**src/rtl/core/bfa_pkg.sv**
```systemverilog
`timescale 1ns / 1ps

package bfa_pkg;

  // geometry
  localparam int FRAME_CAPACITY_DEF = 131072;
  localparam int WORD_BITS          = 32;
  localparam int FRAME_SHIFT        = 12;
  localparam int ADDR_W             = 32;
  localparam int COUNT_W            = 18;
  localparam int OPC_W              = 2;
  localparam int UKB_W              = 22;
  localparam int CFG_ADDR_W         = 2;
  localparam int CFG_DATA_W         = 32;

  // frame arithmetic for init, wide enough for a 4 GB map plus one
  localparam int SIZE_W = 21;
  localparam logic [SIZE_W-1:0] LOW_FRAMES      = 21'd256;
  localparam logic [SIZE_W-1:0] DEFAULT_FRAMES  = 21'd4096;
  localparam logic [SIZE_W-1:0] MAX_SIZE_FRAMES = 21'h0F_FFFF;

  localparam logic [ADDR_W-1:0] KERNEL_END_RST = 32'h0010_0000;

  typedef enum logic [OPC_W-1:0] {
    OP_INIT  = 2'd0,
    OP_ALLOC = 2'd1,
    OP_FREE  = 2'd2
  } bfa_op_t;

  localparam logic [CFG_ADDR_W-1:0] CFG_MEM_MAP_VALID = 2'd0;
  localparam logic [CFG_ADDR_W-1:0] CFG_UPPER_MEM_KB  = 2'd1;
  localparam logic [CFG_ADDR_W-1:0] CFG_KERNEL_END    = 2'd2;

  typedef enum logic [2:0] {
    S_IDLE,
    S_INIT_CALC,
    S_INIT_FILL,
    S_ALLOC_RD,
    S_ALLOC_CHK,
    S_FREE_RD,
    S_FREE_CHK,
    S_DONE
  } bfa_state_t;

  typedef struct packed {
    logic capture;
    logic init_calc;
    logic init_fill;
    logic alloc_read;
    logic alloc_check;
    logic free_check;
    logic load_result;
  } bfa_cmd_t;

  typedef struct packed {
    logic fill_done;
    logic alloc_exhausted;
    logic word_full;
    logic free_in_range;
    logic slot_free;
  } bfa_status_t;

endpackage

```
**src/rtl/core/bfa_ctrl.sv**
```systemverilog
`timescale 1ns / 1ps

module bfa_ctrl (
  input  logic                      clk,
  input  logic                      rst,
  input  logic                      req_valid,
  input  logic [bfa_pkg::OPC_W-1:0] req_opcode,
  output logic                      req_ready,
  input  bfa_pkg::bfa_status_t      status,
  output bfa_pkg::bfa_cmd_t         cmd
);

  bfa_pkg::bfa_state_t state;
  bfa_pkg::bfa_state_t state_next;
  logic                accept;

  assign req_ready = (state == bfa_pkg::S_IDLE);
  assign accept    = req_valid && req_ready;

  always_ff @(posedge clk) begin
    if (rst) begin
      state <= bfa_pkg::S_IDLE;
    end else begin
      state <= state_next;
    end
  end

  always_comb begin
    state_next = state;
    unique case (state)
      bfa_pkg::S_IDLE: begin
        if (accept) begin
          unique case (req_opcode)
            bfa_pkg::OP_INIT:  state_next = bfa_pkg::S_INIT_CALC;
            bfa_pkg::OP_ALLOC: state_next = bfa_pkg::S_ALLOC_RD;
            bfa_pkg::OP_FREE:  state_next = bfa_pkg::S_FREE_RD;
            default:           state_next = bfa_pkg::S_DONE;
          endcase
        end
      end
      bfa_pkg::S_INIT_CALC: state_next = bfa_pkg::S_INIT_FILL;
      bfa_pkg::S_INIT_FILL: begin
        if (status.fill_done) begin
          state_next = bfa_pkg::S_DONE;
        end
      end
      bfa_pkg::S_ALLOC_RD: begin
        state_next = status.alloc_exhausted ? bfa_pkg::S_DONE : bfa_pkg::S_ALLOC_CHK;
      end
      bfa_pkg::S_ALLOC_CHK: begin
        state_next = status.word_full ? bfa_pkg::S_ALLOC_RD : bfa_pkg::S_DONE;
      end
      bfa_pkg::S_FREE_RD: begin
        state_next = status.free_in_range ? bfa_pkg::S_FREE_CHK : bfa_pkg::S_DONE;
      end
      bfa_pkg::S_FREE_CHK: state_next = bfa_pkg::S_DONE;
      bfa_pkg::S_DONE: begin
        if (status.slot_free) begin
          state_next = bfa_pkg::S_IDLE;
        end
      end
      default: state_next = bfa_pkg::S_IDLE;
    endcase
  end

  always_comb begin
    cmd             = '0;
    cmd.capture     = accept;
    cmd.init_calc   = (state == bfa_pkg::S_INIT_CALC);
    cmd.init_fill   = (state == bfa_pkg::S_INIT_FILL) && !status.fill_done;
    cmd.alloc_read  = (state == bfa_pkg::S_ALLOC_RD);
    cmd.alloc_check = (state == bfa_pkg::S_ALLOC_CHK);
    cmd.free_check  = (state == bfa_pkg::S_FREE_CHK);
    cmd.load_result = (state == bfa_pkg::S_DONE) && status.slot_free;
  end

endmodule

```
**config.mk**
```make
export PLATFORM = sky130hd
export DESIGN_NAME = bfa_ctrl
export DESIGN_NICKNAME = d
export VERILOG_FILES = /design/src/rtl/core/bfa_pkg.sv /design/src/rtl/core/bfa_ctrl.sv
export SDC_FILE = /design/constraint.sdc
export NUM_CORES = 1
export LEC_CHECK = 0
export ABC_AREA = 1
export BUFFER_PORTS_ARGS = -buffer_cell sky130_fd_sc_hd__buf_2
export CORE_AREA = 2 2 39 41
export DETAILED_ROUTE_END_ITERATION = 8
export DIE_AREA = 0 0 41 43
export GPL_TIMING_DRIVEN = 1
export PLACE_DENSITY_LB_ADDON = 0.15
export SETUP_SLACK_MARGIN = 0.3
export SLEW_MARGIN = 20
export SYNTH_ARGS = -nofsm -noshare
export SYNTH_HDL_FRONTEND = slang
export SYNTH_SLANG_ARGS = --single-unit
```
**constraint.sdc**
```tcl
create_clock -name clk -period 1.25 [get_ports clk]
set_input_delay 0.125 -clock clk [delete_from_list [all_inputs] [get_ports clk]]
set_output_delay 0.125 -clock clk [all_outputs]
set_load 0.005 [all_outputs]
```
After elaboration in Yosys (flattened, before gate mapping)

Cells that the tools add are included.

Add/subtract/negate cells: 0
Multipliers: 0
Div/mod/pow operators: 0
Magnitude comparators: 0
Equal/unequal tests: 12
Shift operators: 0
Mux-type cells: 8
Bitwise gates (word level): 0
Reductions and logical operators: 7

Operators with widths:

| cell                                                                     | number |
|---|---|
| 3-bit case mux with 8 select lines                                       | 1 |
| 3-bit == test (second input constant)                                    | 4 |
| 3-bit two-way mux                                                        | 4 |
| 3-bit case mux with 3 select lines                                       | 1 |
| 3-bit by 2-bit == test with 1-bit output (second input constant)         | 2 |
| 2-bit inequality test (second input constant)                            | 2 |
| 3-bit by 1-bit == test with 1-bit output (second input constant)         | 1 |
| 1-bit logical AND                                                        | 3 |
| 3-bit logical NOT                                                        | 1 |
| 3-bit AND reduction                                                      | 1 |
| 2-bit by 1-bit == test with 1-bit output (second input constant)         | 1 |
| 2-bit == test (second input constant)                                    | 1 |
| 2-bit logical NOT                                                        | 1 |
| 2-bit two-way mux                                                        | 1 |
| 2-bit by 1-bit inequality test with 1-bit output (second input constant) | 1 |
| 1-bit logical NOT                                                        | 1 |
| 1-bit two-way mux                                                        | 1 |

Register bits: 3
Bits in latches: 0
Memory bits (writable): 0
ROM bits: 0
Output and inout bits: 8
Word-level logic and storage cells: 28
Memories kept: 0

Longest topological paths before layout

Depth in word-level cells: 4
Mapped depth: 7
Gate-level depth less buffers: 7

Least setup slack after synthesis

OpenSTA, ideal clock, no wires.

Path type: reg-to-reg
Start point: register state[0]
End point: register state[0]
Library setup time: 0.114 ns
Arrival time: 0.856 ns
Data required time: 1.136 ns
Setup slack: 0.280 ns
Stages on the path, launching flop included: 8
Path through: dfxtp_1 inv_2 nand2_1 nor2_2 nor2_2 nand2_2 nor2_1 nor2_1

Longest elaborated chain between the ends: 4
Elaborated cells between the ends (all ways): 14
Those cells by class: eq/ne (10); mux (1); reduce/logical (3)

RTL lines:

| what                                                              | RTL line                       | RTL |
|---|---|---|
| start: declaration                                                | bfa_ctrl.sv:13                 | `bfa_pkg::bfa_state_t state;` |
| start signal: assignment                                          | bfa_ctrl.sv:22                 | `state <= bfa_pkg::S_IDLE;` |
| start signal: assignment                                          | bfa_ctrl.sv:24                 | `state <= state_next;` |
| 3-bit logical NOT                                                 | bfa_ctrl.sv:17, bfa_ctrl.sv:30 |  |
| 1-bit logical AND                                                 | bfa_ctrl.sv:18                 | `assign accept = req_valid && req_ready;` |
| 2-bit by 1-bit inequality test with 1-bit output (no source line) | --                             |  |
| 3-bit AND reduction (no source line)                              | --                             |  |

Several ways; a longest one is shown, not always the timed one.
A chain may end at the register's enable or synchronous reset.

==> impl_metrics.json <==
{
  "status": "completed",
  "final_cells": 92,
  "critPathRequiredTime_ns": 1.12,
  "dp_hpwl_um": 580,
  "stdcell_area_sq_um": 494,
  "worst_pin_slew_ns": 0.207,
  "cp_cell_sequence": "or2_4 -> nor2_2 -> buf_2",
  "cts_tree": "built",
  "worstSetupEndpointType": "output port",
  "cpMaxStageDelayCell": "dfxtp_4",
  "slowest_delay_ns": 0.36,
  "ir_drop_mv": 0.861,
  "hold_class": "in -> reg",
  "dr.pass1.iters": 2,
  "coreArea_sq_mm": 0.00138,
  "finalCriticalPeriod_ns": 1.14,
  "portBuffers": 17,
  "fmax_mhz": 876,
  "whs_ns": 0.141,
  "p_sw_share_pct": 44.1,
  "p_sw_w": 0.000521,
  "syn-num-nets": 62,
  "placed_area_sq_um": 390,
  "clkPwrFrac_pct": 13.9,
  "ys_warn_count": 0,
  "num_io_pins": 18,
  "final_core_util_pct": 35.7,
  "grt_pass1_vias": 352,
  "syn_to_final_growth_pct": 70.3,
  "slew_violations": 0,
  "ys_seq_area_share_pct": 20.7,
  "synth.avg_cell_area_sq_um": 5.58,
  "maxCapViolCount": 0,
  "wl_per_cell_um": 8.20,
  "min_period_over_period_pct": 91.3,
  "critPathKind": "reg -> out",
  "overflow": 0,
  "finalWirelength_um": 754,
  "power_density_mw_per_mm2": 2390,
  "syn_area_sq_um": 290,
  "fin_setup_tns_ns": 0,
  "path_clk_slew_ns": 0.04,
  "r2r_slack_ns": 0.13,
  "fin_nets": 87,
  "drcViolationCount": 0,
  "grt_setup_unrepaired": "true",
  "die-width_um": 41,
  "vias_per_cell": 4.13,
  "dp.cells": 84,
  "via_count": 380,
  "clock-sinks": 3,
  "yosysUniqueCellTypes": 15,
  "numCtsBuffers": 3,
  "htree_levels": 1,
  "cp.arrival_ns": 1.02,
  "rows": 14,
  "ys_ff_latch": 3,
  "clockBufferDepth": 2,
  "setup_viol": 0,
  "antenna_cells": 0,
  "start_util_pct": 21.0,
  "finalWeightedCongestion": 0.704,
  "fin_skew_ns": 0.000837,
  "leakage_nw": 0.292,
  "largest_register_ffs": 3,
  "ant_nets": 0,
  "largest-register": "state",
  "grt_first_pass_wirelength_um": 1290,
  "grt_usage_pct": 10.1,
  "p_seq_share_pct": 23.5,
  "grt_max_degree": 7,
  "die_h_um": 43,
  "max-slew-margin-rel_pct": 86.1,
  "critPathLaunchType": "register",
  "hold_violations": 0,
  "syn_inst": 52,
  "clk_latency_ns": 0.23,
  "p_comb_share_pct": 62.7,
  "drt_iter0_drc": 4,
  "antenna_found_initial": 0,
  "internal_power_w": 0.000660,
  "cts_root_buffer": "clkbuf_4",
  "die_area_sq_mm": 0.00176,
  "top_regs": "state: 3 flops",
  "n_fill_cell": 165,
  "worstPathMaxFanout": 5,
  "drive_above_1_share_pct": 57.9
}
## power by group through the flow
stage	Clock [W]	Sequential (W)	Combinational, W
after floorplan	0	0.000206	0.000406
after global placement	0	0.000226	0.000547
after detailed placement	0	0.000221	0.000540
after CTS	0.000173	0.000244	0.000641
after global routing	0.000182	0.000291	0.000839
final	0.000164	0.000277	0.000740
## metal layers
layer  share of wire, %  track usage [%]
met1                 40             12.8
met2                 52             16.3
met4                  0                0
met3                7.7             4.71
met5                  0                0
## worst max-delay path, delay by kind of cell, from the launching register on
family                 cells  cell delay, ns
AND/OR/NAND/NOR            2            0.32
flip-flops                 1            0.36
buffers and inverters      1            0.11
## worst paths after layout
kind / startpoint / to / depth (start not counted)
min reg2reg: state[2]$_SDFFE_PP0P_ / state[1]$_SDFFE_PP0P_ / 5
max reg2reg: state[2]$_SDFFE_PP0P_ / state[2]$_SDFFE_PP0P_ / 6
max: state[2]$_SDFFE_PP0P_ / cmd[5] / 3
min: rst / state[1]$_SDFFE_PP0P_ / 4
## cell families after synthesis
kind of cell / after synthesis / synth area share [%]
simple gates: 33 / 56.0
buf+inv: 13 / 18.1
flops: 3 / 20.7
compound gates: 3 / 5.17
## cells in the mapped netlist
cell	number	share of area [%]
inv_1	8	10
nor2_4	1	3.9
nand2_1	8	10
dfxtp_1	3	21
buf_4	1	2.6
o21ai_0	2	3.4
inv_2	4	5.2
nand3_1	3	5.2
nand2_2	4	8.6
nor2_1	10	13
nor3_1	1	1.7
nor2_2	4	8.6
nand3b_1	1	2.6
o21ai_1	1	1.7
or2_1	1	2.2
## layout make-up
class | instances | area [sq um] | area share [%]
multi-input combinational | 36 | 208 | 42.0
timing repair buffer | 21 | 119 | 24.1
sequential | 3 | 71.3 | 14.4
inverter | 12 | 50.0 | 10.1
clock buffer | 4 | 26.3 | 5.32
tap | 16 | 20.0 | 4.05
## metrics by stage
step / power, W / setup WS, ns
after global placement: 0.000773 / 0.190
after detailed placement: 0.000760 / 0.216
after floorplan: 0.000613 / 0.312
after CTS: 0.00106 / 0.114
final: 0.00118 / 0.109
after global routing: 0.00131 / 0.0539
## repair_timing
item | in CTS | in global routing
hold buffers | 0 | 0
setup endpoints to repair | 11 | 11
gates resized for setup | 5 | 10
pin swaps | 2 | 2
buffers inserted | 3 | 1
## placed cells by master (no fill, tap or decap), drive strengths merged
cell	count
dfxtp	3
o21ai	3
nand3b	1
clkbuf	4
buf	21
nor3	1
nor2	15
or2	1
nand3	3
nand2	12
inv	12
No activity file was read; power rests on OpenSTA's default activity.
